### src/rtl/i2c_bit_level_master_top_defines.svh
// ----------------------------------------------------------------------------
// i2c bit level master assertion macros
// concurrent assertion wrappers, empty when built for synthesis
// ----------------------------------------------------------------------------
`ifndef I2C_BIT_LEVEL_MASTER_TOP_DEFINES_SVH
`define I2C_BIT_LEVEL_MASTER_TOP_DEFINES_SVH
`ifndef SYNTHESIS
`define I2CBM_ASSERT(lbl, prop, msg) \
    lbl: assert property (@(posedge clk) disable iff (!rst_n) prop) else $error(msg);
`define I2CBM_ASSERT_ALWAYS(lbl, prop, msg) \
    lbl: assert property (@(posedge clk) prop) else $error(msg);
`else
`define I2CBM_ASSERT(lbl, prop, msg)
`define I2CBM_ASSERT_ALWAYS(lbl, prop, msg)
`endif
`endif

### src/rtl/i2cbm_pkg.sv
// ----------------------------------------------------------------------------
// i2cbm_pkg
// types and constants shared by the i2c bit level master
// ----------------------------------------------------------------------------
package i2cbm_pkg;

    localparam int DIVIDER_WIDTH = 16;
    localparam int HALF_W        = 16;
    localparam int TIMEOUT_W     = 8;
    localparam int BYTE_W        = 8;
    localparam int KIND_W        = 3;
    localparam int CFG_IDX_W     = 8;
    localparam int CFG_DATA_W    = 16;
    localparam int BITCNT_W      = 4;
    localparam int CMP_W         = (DIVIDER_WIDTH > HALF_W) ? DIVIDER_WIDTH : HALF_W;

    localparam logic [CMP_W-1:0] CNT_MASK =
        CMP_W'((64'd1 << DIVIDER_WIDTH) - 64'd1);

    localparam logic [HALF_W-1:0]    HALF_RESET    = HALF_W'(10);
    localparam logic [TIMEOUT_W-1:0] TIMEOUT_RESET = TIMEOUT_W'(100);
    localparam logic [BITCNT_W-1:0]  BITS_PER_BYTE = BITCNT_W'(8);

    typedef enum logic [CFG_IDX_W-1:0] {
        REG_HALF_PERIOD = 8'd0,
        REG_ACK_TIMEOUT = 8'd1
    } cfg_reg_t;

    typedef enum logic [KIND_W-1:0] {
        KIND_START = 3'd0,
        KIND_STOP  = 3'd1,
        KIND_WRITE = 3'd2,
        KIND_READ  = 3'd3,
        KIND_WAIT  = 3'd4,
        KIND_ACK   = 3'd5,
        KIND_NACK  = 3'd6
    } cmd_kind_t;

    typedef enum logic [3:0] {
        PH_IDLE    = 4'd0,
        PH_START_A = 4'd1,
        PH_START_B = 4'd2,
        PH_STOP_A  = 4'd3,
        PH_STOP_B  = 4'd4,
        PH_WR_LOW  = 4'd5,
        PH_WR_HIGH = 4'd6,
        PH_RD_LOW  = 4'd7,
        PH_RD_HIGH = 4'd8,
        PH_RD_TAIL = 4'd9,
        PH_WA_LOW  = 4'd10,
        PH_WA_HIGH = 4'd11,
        PH_WA_WAIT = 4'd12,
        PH_AK_LOW  = 4'd13,
        PH_AK_HIGH = 4'd14
    } phase_t;

endpackage

### src/rtl/i2cbm_ifs.sv
// ----------------------------------------------------------------------------
// i2cbm channel interfaces
// valid/ready channels for command, result and configuration words
// ----------------------------------------------------------------------------
interface i2cbm_cmd_if;
    import i2cbm_pkg::*;
    logic              valid;
    logic              ready;
    logic              cmd_valid;
    logic [KIND_W-1:0] kind;
    logic [BYTE_W-1:0] cmd_byte;
    logic              sda_in;
    modport source (output valid, cmd_valid, kind, cmd_byte, sda_in, input ready);
    modport sink   (input valid, cmd_valid, kind, cmd_byte, sda_in, output ready);
endinterface

interface i2cbm_res_if;
    import i2cbm_pkg::*;
    logic              valid;
    logic              ready;
    logic              scl_out;
    logic              sda_out;
    logic              busy_res;
    logic              done_res;
    logic [BYTE_W-1:0] read_value;
    logic              ack_missing;
    modport source (output valid, scl_out, sda_out, busy_res, done_res, read_value,
                    ack_missing, input ready);
    modport sink   (input valid, scl_out, sda_out, busy_res, done_res, read_value,
                    ack_missing, output ready);
endinterface

interface i2cbm_cfg_if;
    import i2cbm_pkg::*;
    logic                  valid;
    logic                  ready;
    logic [CFG_IDX_W-1:0]  index;
    logic [CFG_DATA_W-1:0] data;
    modport source (output valid, index, data, input ready);
    modport sink   (input valid, index, data, output ready);
endinterface

### src/rtl/i2c_bit_level_master_top.sv
// ----------------------------------------------------------------------------
// i2c_bit_level_master_top
// i2c master that steps scl/sda through start, stop, byte write, byte read,
// acknowledge wait and ack/nack, one bus tick per command word
// ----------------------------------------------------------------------------
// Each command word is one tick of bus timing and yields exactly one result
// word with the scl/sda drive levels, busy, done, the last read byte and the
// missing-acknowledge flag. One word is accepted every clock cycle: the tick
// update is a single pass from the state registers into the result register,
// and that result register frees itself in the same cycle it is taken, so
// input stalls only while a result waits unread. A result appears in the cycle
// after its command word. Configuration writes are taken at once, ready high.
`include "i2c_bit_level_master_top_defines.svh"

module i2c_bit_level_master_top (
    input  logic         clk,
    input  logic         rst_n,
    i2cbm_cmd_if.sink    cmd,
    i2cbm_res_if.source  res,
    i2cbm_cfg_if.sink    cfg
);
    import i2cbm_pkg::*;

    phase_t                     phase_reg, phase_next;
    logic [BITCNT_W-1:0]        bit_count_reg, bit_count_next;
    logic [DIVIDER_WIDTH-1:0]   tick_count_reg, tick_count_next, tick_inc;
    logic [BYTE_W-1:0]          shift_reg, shift_next;
    logic [TIMEOUT_W-1:0]       wait_count_reg, wait_count_next;
    logic                       scl_level_reg, scl_level_next;
    logic                       sda_level_reg, sda_level_next;
    logic                       ack_flag_reg, ack_flag_next;
    logic [BYTE_W-1:0]          read_hold_reg, read_hold_next;
    logic [HALF_W-1:0]          half_period_reg;
    logic [TIMEOUT_W-1:0]       ack_timeout_reg;

    logic                       res_valid_reg;
    logic                       res_scl_reg, res_sda_reg, res_busy_reg, res_done_reg;
    logic [BYTE_W-1:0]          res_read_reg;
    logic                       res_ack_reg;

    logic                       go;
    logic                       idle;
    logic                       start_cmd;
    logic                       half_end;
    logic                       done_c;
    logic [BITCNT_W-1:0]        bit_inc;
    logic [BYTE_W-1:0]          shift_wr, shift_rd;
    logic [CMP_W-1:0]           hp_ext, eff_half;
    cmd_kind_t                  kind_c;

    assign cmd.ready = !res_valid_reg || res.ready;
    assign go        = cmd.valid && cmd.ready;
    assign cfg.ready = 1'b1;

    assign kind_c    = cmd_kind_t'(cmd.kind);
    assign idle      = (phase_reg == PH_IDLE);
    assign start_cmd = idle && cmd.cmd_valid && (cmd.kind <= KIND_NACK);
    assign tick_inc  = tick_count_reg + DIVIDER_WIDTH'(1);
    assign bit_inc   = bit_count_reg + BITCNT_W'(1);
    assign shift_wr  = {shift_reg[BYTE_W-2:0], 1'b0};
    assign shift_rd  = {shift_reg[BYTE_W-2:0], cmd.sda_in};

    // effective half period: zero counts as one, clamp to counter range
    always_comb
    begin
        hp_ext = CMP_W'(half_period_reg);
        if (hp_ext == '0)
        begin
            eff_half = CMP_W'(1);
        end
        else if (hp_ext > CNT_MASK)
        begin
            eff_half = CNT_MASK;
        end
        else
        begin
            eff_half = hp_ext;
        end
    end

    assign half_end = !idle && (CMP_W'(tick_inc) >= eff_half);
    assign done_c   = half_end && (phase_next == PH_IDLE);

    // next state
    always_comb
    begin
        phase_next = phase_reg;
        if (start_cmd)
        begin
            unique case (kind_c)
                KIND_START: phase_next = PH_START_A;
                KIND_STOP:  phase_next = PH_STOP_A;
                KIND_WRITE: phase_next = PH_WR_LOW;
                KIND_READ:  phase_next = PH_RD_LOW;
                KIND_WAIT:  phase_next = PH_WA_LOW;
                KIND_ACK:   phase_next = PH_AK_LOW;
                KIND_NACK:  phase_next = PH_AK_LOW;
                default:    phase_next = phase_reg;
            endcase
        end
        else if (half_end)
        begin
            unique case (phase_reg)
                PH_START_A: phase_next = PH_START_B;
                PH_STOP_A:  phase_next = PH_STOP_B;
                PH_WR_LOW:  phase_next = PH_WR_HIGH;
                PH_WR_HIGH: phase_next = (bit_inc >= BITS_PER_BYTE) ? PH_IDLE : PH_WR_LOW;
                PH_RD_LOW:  phase_next = PH_RD_HIGH;
                PH_RD_HIGH: phase_next = (bit_inc >= BITS_PER_BYTE) ? PH_RD_TAIL : PH_RD_LOW;
                PH_WA_LOW:  phase_next = PH_WA_HIGH;
                PH_WA_HIGH: phase_next = cmd.sda_in ? PH_WA_WAIT : PH_IDLE;
                PH_WA_WAIT:
                begin
                    if (wait_count_reg >= ack_timeout_reg || !cmd.sda_in)
                    begin
                        phase_next = PH_IDLE;
                    end
                    else
                    begin
                        phase_next = PH_WA_WAIT;
                    end
                end
                PH_AK_LOW:  phase_next = PH_AK_HIGH;
                default:    phase_next = PH_IDLE;
            endcase
        end
    end

    // datapath and line levels
    always_comb
    begin
        bit_count_next  = bit_count_reg;
        tick_count_next = tick_count_reg;
        shift_next      = shift_reg;
        wait_count_next = wait_count_reg;
        scl_level_next  = scl_level_reg;
        sda_level_next  = sda_level_reg;
        ack_flag_next   = ack_flag_reg;
        read_hold_next  = read_hold_reg;
        if (start_cmd)
        begin
            tick_count_next = '0;
            bit_count_next  = '0;
            unique case (kind_c)
                KIND_START:
                begin
                    scl_level_next = 1'b1;
                    sda_level_next = 1'b1;
                end
                KIND_STOP:
                begin
                    scl_level_next = 1'b1;
                    sda_level_next = 1'b0;
                end
                KIND_WRITE:
                begin
                    shift_next     = cmd.cmd_byte;
                    scl_level_next = 1'b0;
                    sda_level_next = cmd.cmd_byte[BYTE_W-1];
                end
                KIND_READ:
                begin
                    shift_next     = '0;
                    scl_level_next = 1'b0;
                    sda_level_next = 1'b1;
                end
                KIND_WAIT:
                begin
                    wait_count_next = '0;
                    scl_level_next  = 1'b0;
                    sda_level_next  = 1'b1;
                end
                KIND_ACK:
                begin
                    scl_level_next = 1'b0;
                    sda_level_next = 1'b0;
                end
                KIND_NACK:
                begin
                    scl_level_next = 1'b0;
                    sda_level_next = 1'b1;
                end
                default:
                begin
                    scl_level_next = scl_level_reg;
                end
            endcase
        end
        else if (!idle)
        begin
            tick_count_next = half_end ? '0 : tick_inc;
            if (half_end)
            begin
                unique case (phase_reg)
                    PH_START_A: sda_level_next = 1'b0;
                    PH_STOP_A:  sda_level_next = 1'b1;
                    PH_WR_LOW:  scl_level_next = 1'b1;
                    PH_WR_HIGH:
                    begin
                        bit_count_next = bit_inc;
                        shift_next     = shift_wr;
                        if (bit_inc < BITS_PER_BYTE)
                        begin
                            scl_level_next = 1'b0;
                            sda_level_next = shift_wr[BYTE_W-1];
                        end
                    end
                    PH_RD_LOW:  scl_level_next = 1'b1;
                    PH_RD_HIGH:
                    begin
                        shift_next     = shift_rd;
                        bit_count_next = bit_inc;
                        scl_level_next = 1'b0;
                        if (bit_inc >= BITS_PER_BYTE)
                        begin
                            read_hold_next = shift_rd;
                        end
                    end
                    PH_WA_LOW:  scl_level_next = 1'b1;
                    PH_WA_HIGH:
                    begin
                        if (!cmd.sda_in)
                        begin
                            ack_flag_next  = 1'b0;
                            scl_level_next = 1'b0;
                        end
                        else
                        begin
                            wait_count_next = '0;
                        end
                    end
                    PH_WA_WAIT:
                    begin
                        if (wait_count_reg >= ack_timeout_reg)
                        begin
                            ack_flag_next  = 1'b1;
                            scl_level_next = 1'b0;
                        end
                        else
                        begin
                            wait_count_next = wait_count_reg + TIMEOUT_W'(1);
                            if (!cmd.sda_in)
                            begin
                                ack_flag_next  = 1'b0;
                                scl_level_next = 1'b0;
                            end
                        end
                    end
                    PH_AK_LOW:  scl_level_next = 1'b1;
                    PH_AK_HIGH: scl_level_next = 1'b0;
                    default:    scl_level_next = scl_level_reg;
                endcase
            end
        end
    end

    always_ff @(posedge clk or negedge rst_n)
    begin
        if (!rst_n)
        begin
            phase_reg      <= PH_IDLE;
            bit_count_reg  <= '0;
            tick_count_reg <= '0;
            shift_reg      <= '0;
            wait_count_reg <= '0;
            scl_level_reg  <= 1'b1;
            sda_level_reg  <= 1'b1;
            ack_flag_reg   <= 1'b0;
            read_hold_reg  <= '0;
        end
        else if (go)
        begin
            phase_reg      <= phase_next;
            bit_count_reg  <= bit_count_next;
            tick_count_reg <= tick_count_next;
            shift_reg      <= shift_next;
            wait_count_reg <= wait_count_next;
            scl_level_reg  <= scl_level_next;
            sda_level_reg  <= sda_level_next;
            ack_flag_reg   <= ack_flag_next;
            read_hold_reg  <= read_hold_next;
        end
    end

    // configuration registers
    always_ff @(posedge clk or negedge rst_n)
    begin
        if (!rst_n)
        begin
            half_period_reg <= HALF_RESET;
            ack_timeout_reg <= TIMEOUT_RESET;
        end
        else if (cfg.valid)
        begin
            if (cfg.index == REG_HALF_PERIOD)
            begin
                half_period_reg <= cfg.data[HALF_W-1:0];
            end
            else if (cfg.index == REG_ACK_TIMEOUT)
            begin
                ack_timeout_reg <= cfg.data[TIMEOUT_W-1:0];
            end
        end
    end

    // result word register
    always_ff @(posedge clk or negedge rst_n)
    begin
        if (!rst_n)
        begin
            res_valid_reg <= 1'b0;
        end
        else if (go)
        begin
            res_valid_reg <= 1'b1;
        end
        else if (res.ready)
        begin
            res_valid_reg <= 1'b0;
        end
    end

    always_ff @(posedge clk)
    begin
        if (go)
        begin
            res_scl_reg  <= scl_level_next;
            res_sda_reg  <= sda_level_next;
            res_busy_reg <= (phase_next != PH_IDLE);
            res_done_reg <= done_c;
            res_read_reg <= read_hold_next;
            res_ack_reg  <= ack_flag_next;
        end
    end

    assign res.valid       = res_valid_reg;
    assign res.scl_out     = res_scl_reg;
    assign res.sda_out     = res_sda_reg;
    assign res.busy_res    = res_busy_reg;
    assign res.done_res    = res_done_reg;
    assign res.read_value  = res_read_reg;
    assign res.ack_missing = res_ack_reg;

    `I2CBM_ASSERT_ALWAYS(a_cfg_ready, cfg.ready, "config not ready")
    `I2CBM_ASSERT(a_bit_count_range, bit_count_reg <= BITS_PER_BYTE, "bit count past byte")
    `I2CBM_ASSERT(a_stall_hold, (res_valid_reg && !res.ready) |-> !cmd.ready, "taken on stall")
    `I2CBM_ASSERT(a_done_not_busy, (res_valid_reg && res_done_reg) |-> !res_busy_reg, "busy on done")
    `I2CBM_ASSERT(a_done_goes_idle, (go && done_c) |=> (phase_reg == PH_IDLE), "idle missed")
    `I2CBM_ASSERT(a_tick_restart, (go && half_end) |=> (tick_count_reg == '0), "tick not restarted")

endmodule
### src/flat_wrapper.sv
// flat-port wrapper written by rule: the top's interface ports become plain ports
module i2c_bit_level_master_top_flat import i2cbm_pkg::*;
  (clk, rst_n, cmd_valid, cmd_cmd_valid, cmd_kind, cmd_cmd_byte, cmd_sda_in, cmd_ready, res_valid, res_scl_out, res_sda_out, res_busy_res, res_done_res, res_read_value, res_ack_missing, res_ready, cfg_valid, cfg_index, cfg_data, cfg_ready);
  i2cbm_cmd_if cmd_i ();
  i2cbm_res_if res_i ();
  i2cbm_cfg_if cfg_i ();
  input  logic clk;
  input  logic rst_n;
  input wire logic [$bits(cmd_i.valid)-1:0] cmd_valid;
  input wire logic [$bits(cmd_i.cmd_valid)-1:0] cmd_cmd_valid;
  input wire logic [$bits(cmd_i.kind)-1:0] cmd_kind;
  input wire logic [$bits(cmd_i.cmd_byte)-1:0] cmd_cmd_byte;
  input wire logic [$bits(cmd_i.sda_in)-1:0] cmd_sda_in;
  output wire logic [$bits(cmd_i.ready)-1:0] cmd_ready;
  output wire logic [$bits(res_i.valid)-1:0] res_valid;
  output wire logic [$bits(res_i.scl_out)-1:0] res_scl_out;
  output wire logic [$bits(res_i.sda_out)-1:0] res_sda_out;
  output wire logic [$bits(res_i.busy_res)-1:0] res_busy_res;
  output wire logic [$bits(res_i.done_res)-1:0] res_done_res;
  output wire logic [$bits(res_i.read_value)-1:0] res_read_value;
  output wire logic [$bits(res_i.ack_missing)-1:0] res_ack_missing;
  input wire logic [$bits(res_i.ready)-1:0] res_ready;
  input wire logic [$bits(cfg_i.valid)-1:0] cfg_valid;
  input wire logic [$bits(cfg_i.index)-1:0] cfg_index;
  input wire logic [$bits(cfg_i.data)-1:0] cfg_data;
  output wire logic [$bits(cfg_i.ready)-1:0] cfg_ready;
  assign cmd_i.valid = cmd_valid;
  assign cmd_i.cmd_valid = cmd_cmd_valid;
  assign cmd_i.kind = cmd_kind;
  assign cmd_i.cmd_byte = cmd_cmd_byte;
  assign cmd_i.sda_in = cmd_sda_in;
  assign cmd_ready = cmd_i.ready;
  assign res_valid = res_i.valid;
  assign res_scl_out = res_i.scl_out;
  assign res_sda_out = res_i.sda_out;
  assign res_busy_res = res_i.busy_res;
  assign res_done_res = res_i.done_res;
  assign res_read_value = res_i.read_value;
  assign res_ack_missing = res_i.ack_missing;
  assign res_i.ready = res_ready;
  assign cfg_i.valid = cfg_valid;
  assign cfg_i.index = cfg_index;
  assign cfg_i.data = cfg_data;
  assign cfg_ready = cfg_i.ready;
  i2c_bit_level_master_top u_core (.clk(clk), .rst_n(rst_n), .cmd(cmd_i), .res(res_i), .cfg(cfg_i));
endmodule
### config.mk
export PLATFORM = sky130hd
export DESIGN_NAME = i2c_bit_level_master_top_flat
export DESIGN_NICKNAME = d
export VERILOG_FILES = /design/src/rtl/i2cbm_pkg.sv /design/src/rtl/i2cbm_ifs.sv /design/src/rtl/i2c_bit_level_master_top.sv /design/src/flat_wrapper.sv
export VERILOG_INCLUDE_DIRS = /design/src /design/src/rtl
export SDC_FILE = /design/constraint.sdc
export NUM_CORES = 1
export LEC_CHECK = 0
export ABC_CLOCK_PERIOD_IN_PS = 3250
export BUFFER_PORTS_ARGS = -buffer_cell sky130_fd_sc_hd__buf_2
export CAP_MARGIN = 20
export CORE_MARGIN = 1
export CORE_UTILIZATION = 45
export CTS_CLUSTER_DIAMETER = 100
export DETAILED_ROUTE_END_ITERATION = 6
export GPL_TIMING_DRIVEN = 0
export PLACE_DENSITY = 0.63
export SLEW_MARGIN = 20
export SYNTH_ARGS = -nofsm -noshare
export SYNTH_HDL_FRONTEND = slang
export SYNTH_SLANG_ARGS = --single-unit
### constraint.sdc
create_clock -name clk -period 3.25 [get_ports clk]
set_input_delay 0.65 -clock clk [delete_from_list [all_inputs] [get_ports clk]]
set_output_delay 0.65 -clock clk [all_outputs]
set_load 0.02 [all_outputs]
==> results of run 1 <==
==> per-layer routing <==
layer	global-route usage [%]	part of all wire [%]
met5	0	0
met4	8.95	1.8
met3	3.97	3.8
met2	38.9	49
met1	29.5	45
==> per-stage QoR <==
step	cells	TNS (ns)	instance area, sq um	power [mW]	setup slack (ns)
6_report	752	0	6540	3.44	0.0234
3_5_place_dp	709	-18.74	5670	2.09	-0.521
4_1_cts	750	-0.0961	6390	3.39	-0.0467
2_1_floorplan	515	0	5200	1.87	0.0148
5_1_grt	752	-4.21	6540	3.62	-0.179
3_3_place_gp	708	-15.73	5640	2.07	-0.481
==> final timing paths <==
kind	slack, ns	to	cells past startpoint	from
worst max-delay path	0.02	u_core.res.done_res	17	u_core.tick_count_reg[0]
worst max register to register	0.02	u_core.res.done_res	17	u_core.tick_count_reg[0]
worst min-delay path	0.20	u_core.read_hold_reg[5]	1	rst_n
worst min register to register	0.49	u_core.tick_count_reg[14]	2	u_core.tick_count_reg[14]
min in group clk	0.49	u_core.tick_count_reg[14]	2	u_core.tick_count_reg[14]
max in group asynchronous	2.40	u_core.ack_timeout_reg[5]	2	rst_n
==> critical path, stage by stage (launching register included) <==
cell	delay, ns
dfrtp_1	0.41
nand2_2	0.08
nor2_4	0.14
nand3_4	0.13
nor2_4	0.12
and3_4	0.19
xnor2_2	0.12
inv_2	0.07
ha_4	0.23
a211oi_2	0.21
o21ai_1	0.11
a221oi_2	0.21
buf_4	0.17
o21ai_4	0.11
clkbuf_8	0.19
nand4_1	0.14
o311ai_4	0.13
and4_1	0.23
==> where the power goes <==
part | switching (mW) | internal [mW] | total [mW]
logic | 0.538 | 0.368 | 0.906
registers | 0.0746 | 1.22 | 1.30
clock network | 0.469 | 0.761 | 1.23
==> cells in the mapped netlist (3+ instances only) <==
library cell	instances	share of area (%)
dfrtp_1	68	33
nand2_1	62	4.5
o21ai_0	44	4.3
inv_1	32	2.3
ha_1	27	6.5
mux2_2	25	5.4
nor2_1	25	1.8
nand3_1	16	1.5
edfxtp_1	13	7.5
nand2b_1	12	1.4
clkbuf_1	11	0.80
o31ai_1	11	1.6
a22o_1	9	1.5
xnor2_1	9	1.5
a21oi_1	8	0.77
buf_2	8	0.77
mux2_4	8	2.3
o21ai_1	8	0.77
dfstp_2	7	3.6
nor3_1	7	0.68
nor4_1	7	0.85
xor2_1	7	1.2
a211oi_1	6	0.87
nand4_1	6	0.72
a211o_1	5	0.85
and3_1	5	0.60
nor2b_1	5	0.60
o211ai_1	5	0.72
a21o_1	3	0.43
buf_6	3	0.65
o311ai_0	3	0.51
==> cell families (layout without fill, tap and decap cells) <==
| kind of cell | after synthesis | after routing | share of synthesized area [%] |
|---|---|---|---|
| other cells | 1 | 1 | 0.0724 |
| mux | 33 | 33 | 7.75 |
| fa+ha+maj | 27 | 27 | 6.52 |
| flops | 88 | 88 | 43.9 |
| xor+xnor | 16 | 16 | 2.71 |
| buf+inv | 56 | 153 | 4.83 |
| simple gates | 162 | 162 | 15.8 |
| compound gates | 132 | 132 | 18.4 |
==> area by class of cell <==
class	instances	area, sq um	area share [%]
plain buffers	21	113	1.72
clock buffers	9	225	3.44
clock inverters	7	126	1.93
inverters	32	120	1.84
multi-input cells	371	2940	44.9
flip-flops and latches	88	2280	34.9
well taps	140	175	2.68
repair buffers	84	564	8.63
==> timing repair <==
action,CTS,global route
buffers inserted,25,4
resized for setup,35,38
gates cloned,0,1
pin swaps,30,23
hold endpoints to repair,0,0
setup endpoints to repair,61,60
==> results.cfg, run 1 <==
[worst_setup_path]
crit_required_ns = 3.35
path_class = register to register
crit_fanout = 10
worstSetupEndpointType = register
cp-start-kind = register
arrival_ns = 3.33

[timing]
finalSetupViolations = 0
final_max_slew_viol_count = 0
fin_skew_ns = 0.0120
hold_violations = 0
finalCritPeriodShare_pct = 99.3
rsz0062_at_grt = true
post-route-min-period_ns = 3.23
fmax_ghz = 0.310
relSlewSlack_pct = 44.1
whs_ns = 0.195
worstMarginPinSlew_ns = 0.830

[global_route]
grt_pass1_wl_mm = 21.2
grt_max_degree = 54
antenna_found_initial = 0
grt.total_usage_pct = 23.1
grt.overflow.total = 0
grt_pass1_vias = 4289

[power_and_ir_drop]
cellPowerDensity_nw_per_um2 = 525
p_leak_nw = 3.02
ir_worst_vdd_mv = 0.313

[synth]
synthesis.area_sq_um = 5180
ys_seq_elements = 88
syn_nets = 584
syn_avg_cell_area_sq_um = 10.1
synth-seq-area-share_pct = 43.9
synth_warnings = 0
synth-edff-count = 13
ys_async_sr_fraction_pct = 85.2
synthCells = 515
synth_top_flop_cell = dfrtp_1
synthDistinctLibCells = 67

[clock_network]
clk_latency_ns = 0.35
cts_buffers = 9
cts_hold_buffers = 0
cts_sinks = 88
path_clk_slew_ns = 0.07
cts_buffer_depth = 2
cts_tree = built
h-tree-depth = 3
clock-root-buffer = clkbuf_16

[routing]
drt_iter0_drc = 242
num_vias = 4294
first_pass_iters = 5
ant_nets = 0
drt-total-wl_mm = 12.8
viasPerCell = 5.71
post_drt_wl_per_cell_um = 17.1
drc = 0

[finish]
layout_common_cells = dfrtp_1, buf_2, nand2_1
fillers = 953
n_antenna_cell = 0
syn_to_final_growth_pct = 26.3
layout_commonest_cell = dfrtp_1
final_core_util_pct = 59.3
drive_gt1_share_pct = 34.5
finalNetCount = 676

[placed_design]
port_buffers = 53
gp_congestion = 0.851
dp_hpwl_mm = 8.77

[floorplanning]
core_area_sq_um = 11000
initial_core_util_pct = 47.0
die_w_um = 109
die_h_um = 109
num_rows = 38
dieArea_sq_um = 11900
num_io_pins = 58

[worst_hold_path]
worstHoldPathType = primary input to asynchronous set/reset pin

[flow_run]
timing.max_cap.violations = 0

[outcome]
status = complete, no violations
(Power assumes the default switching activity.)
==> run 2, diff against run 1 <==
--- a/config.mk
+++ b/config.mk
@@ -6,7 +6,7 @@
 export SDC_FILE = /design/constraint.sdc
 export NUM_CORES = 1
 export LEC_CHECK = 0
-export ABC_CLOCK_PERIOD_IN_PS = 3250
+export ABC_CLOCK_PERIOD_IN_PS = 3500
 export BUFFER_PORTS_ARGS = -buffer_cell sky130_fd_sc_hd__buf_2
 export CAP_MARGIN = 20
 export CORE_MARGIN = 1
@@ -14,7 +14,7 @@
 export CTS_CLUSTER_DIAMETER = 100
 export DETAILED_ROUTE_END_ITERATION = 6
 export GPL_TIMING_DRIVEN = 0
-export PLACE_DENSITY = 0.63
+export PLACE_DENSITY = 0.69
 export SLEW_MARGIN = 20
 export SYNTH_ARGS = -nofsm -noshare
 export SYNTH_HDL_FRONTEND = slang
==> constraint.sdc (replaced) <==
create_clock -name clk -period 3.5 [get_ports clk]
set_input_delay 0.7 -clock clk [delete_from_list [all_inputs] [get_ports clk]]
set_output_delay 0.7 -clock clk [all_outputs]
set_load 0.02 [all_outputs]
==> run 2 against run 1 <==
Compared with the run above: sequential power down 6%; setup slack gained 0.046 ns; cell area shrank 3.1%; sequential cell count unchanged; via count is 3.1% lower; global-route usage decreased by 1.3 points; power decreased by 15%; critical path type unchanged; largest cell class unchanged.
==> results.cfg, run 2 (same netlist as run 1, synthesis figures left out) <==
[floorplanning]
num_io_pins = 58
initial_core_util_pct = 47.0
num_rows = 38
die_h_um = 109
die_w_um = 109
core_area_sq_um = 11000
dieArea_sq_um = 11900

[power_and_ir_drop]
ir_worst_vdd_mv = 0.342
p_total_mw = 2.93
p_leak_nw = 2.92
cellPowerDensity_nw_per_um2 = 462

[clock_network]
clock-root-buffer = clkbuf_16
path_clk_slew_ns = 0.06
cts_sinks = 88
cts_buffers = 9
cts_buffer_depth = 2
cts_tree = built
clk_latency_ns = 0.34
h-tree-depth = 3

[worst_setup_path]
worstSetupEndpointType = register
crit_required_ns = 3.76
arrival_ns = 3.69
path_class = register to register
r2r_cells = 13
cp-start-kind = register
crit_fanout = 7

[routing]
ant_nets = 0
drt_iter0_drc = 210
num_vias = 4161
post_drt_wl_per_cell_um = 16.4
drc = 0
drt-total-wl_mm = 12.2
viasPerCell = 5.59
first_pass_iters = 4

[finish]
drive_gt1_share_pct = 31.7
n_antenna_cell = 0
layout_commonest_cell = dfrtp_1
syn_to_final_growth_pct = 22.3
fin_cells = 745
layout_common_cells = dfrtp_1, buf_2, nand2_1
fillers = 923
stdcell_area_sq_um = 6340
finalNetCount = 669

[timing]
fmax_ghz = 0.291
hold_violations = 0
finalSetupViolations = 0
finalCritPeriodShare_pct = 98.0
final_max_slew_viol_count = 0
relSlewSlack_pct = 46.0
layout_setup_ws_ns = 0.0690
fin_skew_ns = 0.00533
whs_ns = 0.249
rsz0062_at_grt = true
post-route-min-period_ns = 3.43
worstMarginPinSlew_ns = 0.802

[placed_design]
dp_hpwl_mm = 8.59
dp.cells = 709
port_buffers = 53
post_dp_cell_area_sq_um = 5650
place_ws_ns = -0.595
gp_congestion = 0.858

[global_route]
grt_max_degree = 55
grt_pass1_wl_mm = 19.9
grt.overflow.total = 0
grt_pass1_vias = 4059
grt.total_usage_pct = 21.7
antenna_found_initial = 0

[outcome]
status = complete, no violations

[flow_run]
timing.max_cap.violations = 0

[worst_hold_path]
worstHoldPathType = primary input to asynchronous set/reset pin
run 2: cell types whose count changed in the layout (fill, tap and decap cells not counted), moves of 2 or more:
cell,previous run,this run
buf_4,26,24
buf_6,6,2
bufinv_16,3,0
clkbuf_1,10,12
clkinv_2,0,2
dfrtp_1,65,67
dfrtp_2,3,1
o21ai_0,35,42
o21ai_1,13,8
o21ai_2,5,3
o31ai_1,7,10
o31ai_2,4,2
xor2_1,5,7
xor2_2,2,0
run 2: timing repair:
action	4_1_cts	5_1_grt
endpoints found under the setup margin	60	59
gates resized for setup	15	40
hold buffers	0	0
buffers inserted	12	9
pin swaps	6	22
run 2: report_power, final:
part | internal (mW) | switching, mW | total [mW]
registers | 1.14 | 0.0783 | 1.22
logic | 0.333 | 0.487 | 0.820
clock network | 0.482 | 0.406 | 0.888
total | 1.95 | 0.971 | 2.93
run 2: through the flow:
stage	util, %	setup TNS (ns)
floorplan	-	0
finish	57.4	0
CTS	55.1	0
global route	57.4	-1.00
detailed placement	51.2	-19.19
global placement	51.0	-12.88
run 2: layer usage:
layer | routed length [um] | vias up | global-route usage [%]
met5 | 0 | - | 0
li1 | - | 2034 | -
met1 | 5700 | 2003 | 29.5
met2 | 5810 | 109 | 35.1
met3 | 521 | 15 | 4.15
met4 | 182 | 0 | 6.95
run 2: critical path: stages, from the launching register on:
cell	delay (ns)
dfrtp_1	0.45
nand2_2	0.09
nor2_4	0.14
nand3_4	0.13
nor4_4	0.32
xor2_1	0.14
ha_1	0.39
nand4_1	0.13
a211o_1	0.35
o21ai_4	0.31
buf_12	0.16
a21oi_4	0.06
or3_4	0.45
o31ai_4	0.22
run 2: final timing paths:
check / startpoint / slack (ns) / end
worst min register to register: u_core.tick_count_reg[14] / 0.48 / u_core.tick_count_reg[14]
worst max-delay path: u_core.tick_count_reg[1] / 0.07 / u_core.wait_count_reg[7]
worst min-delay path: rst_n / 0.25 / u_core.read_hold_reg[5]
max in group asynchronous: rst_n / 2.63 / u_core.ack_timeout_reg[5]
worst max register to register: u_core.tick_count_reg[1] / 0.07 / u_core.wait_count_reg[7]
min in group clk: u_core.tick_count_reg[14] / 0.48 / u_core.tick_count_reg[14]
run 2: layout make-up:
cell class,instances,area (sq um),share of cell area [%]
flip-flops and latches,88,2280,35.9
repair buffers,75,478,7.54
inverters,32,120,1.90
multi-input cells,371,2900,45.7
well taps,140,175,2.76
plain buffers,23,125,1.97
clock buffers,11,233,3.67
clock inverters,5,32.5,0.513
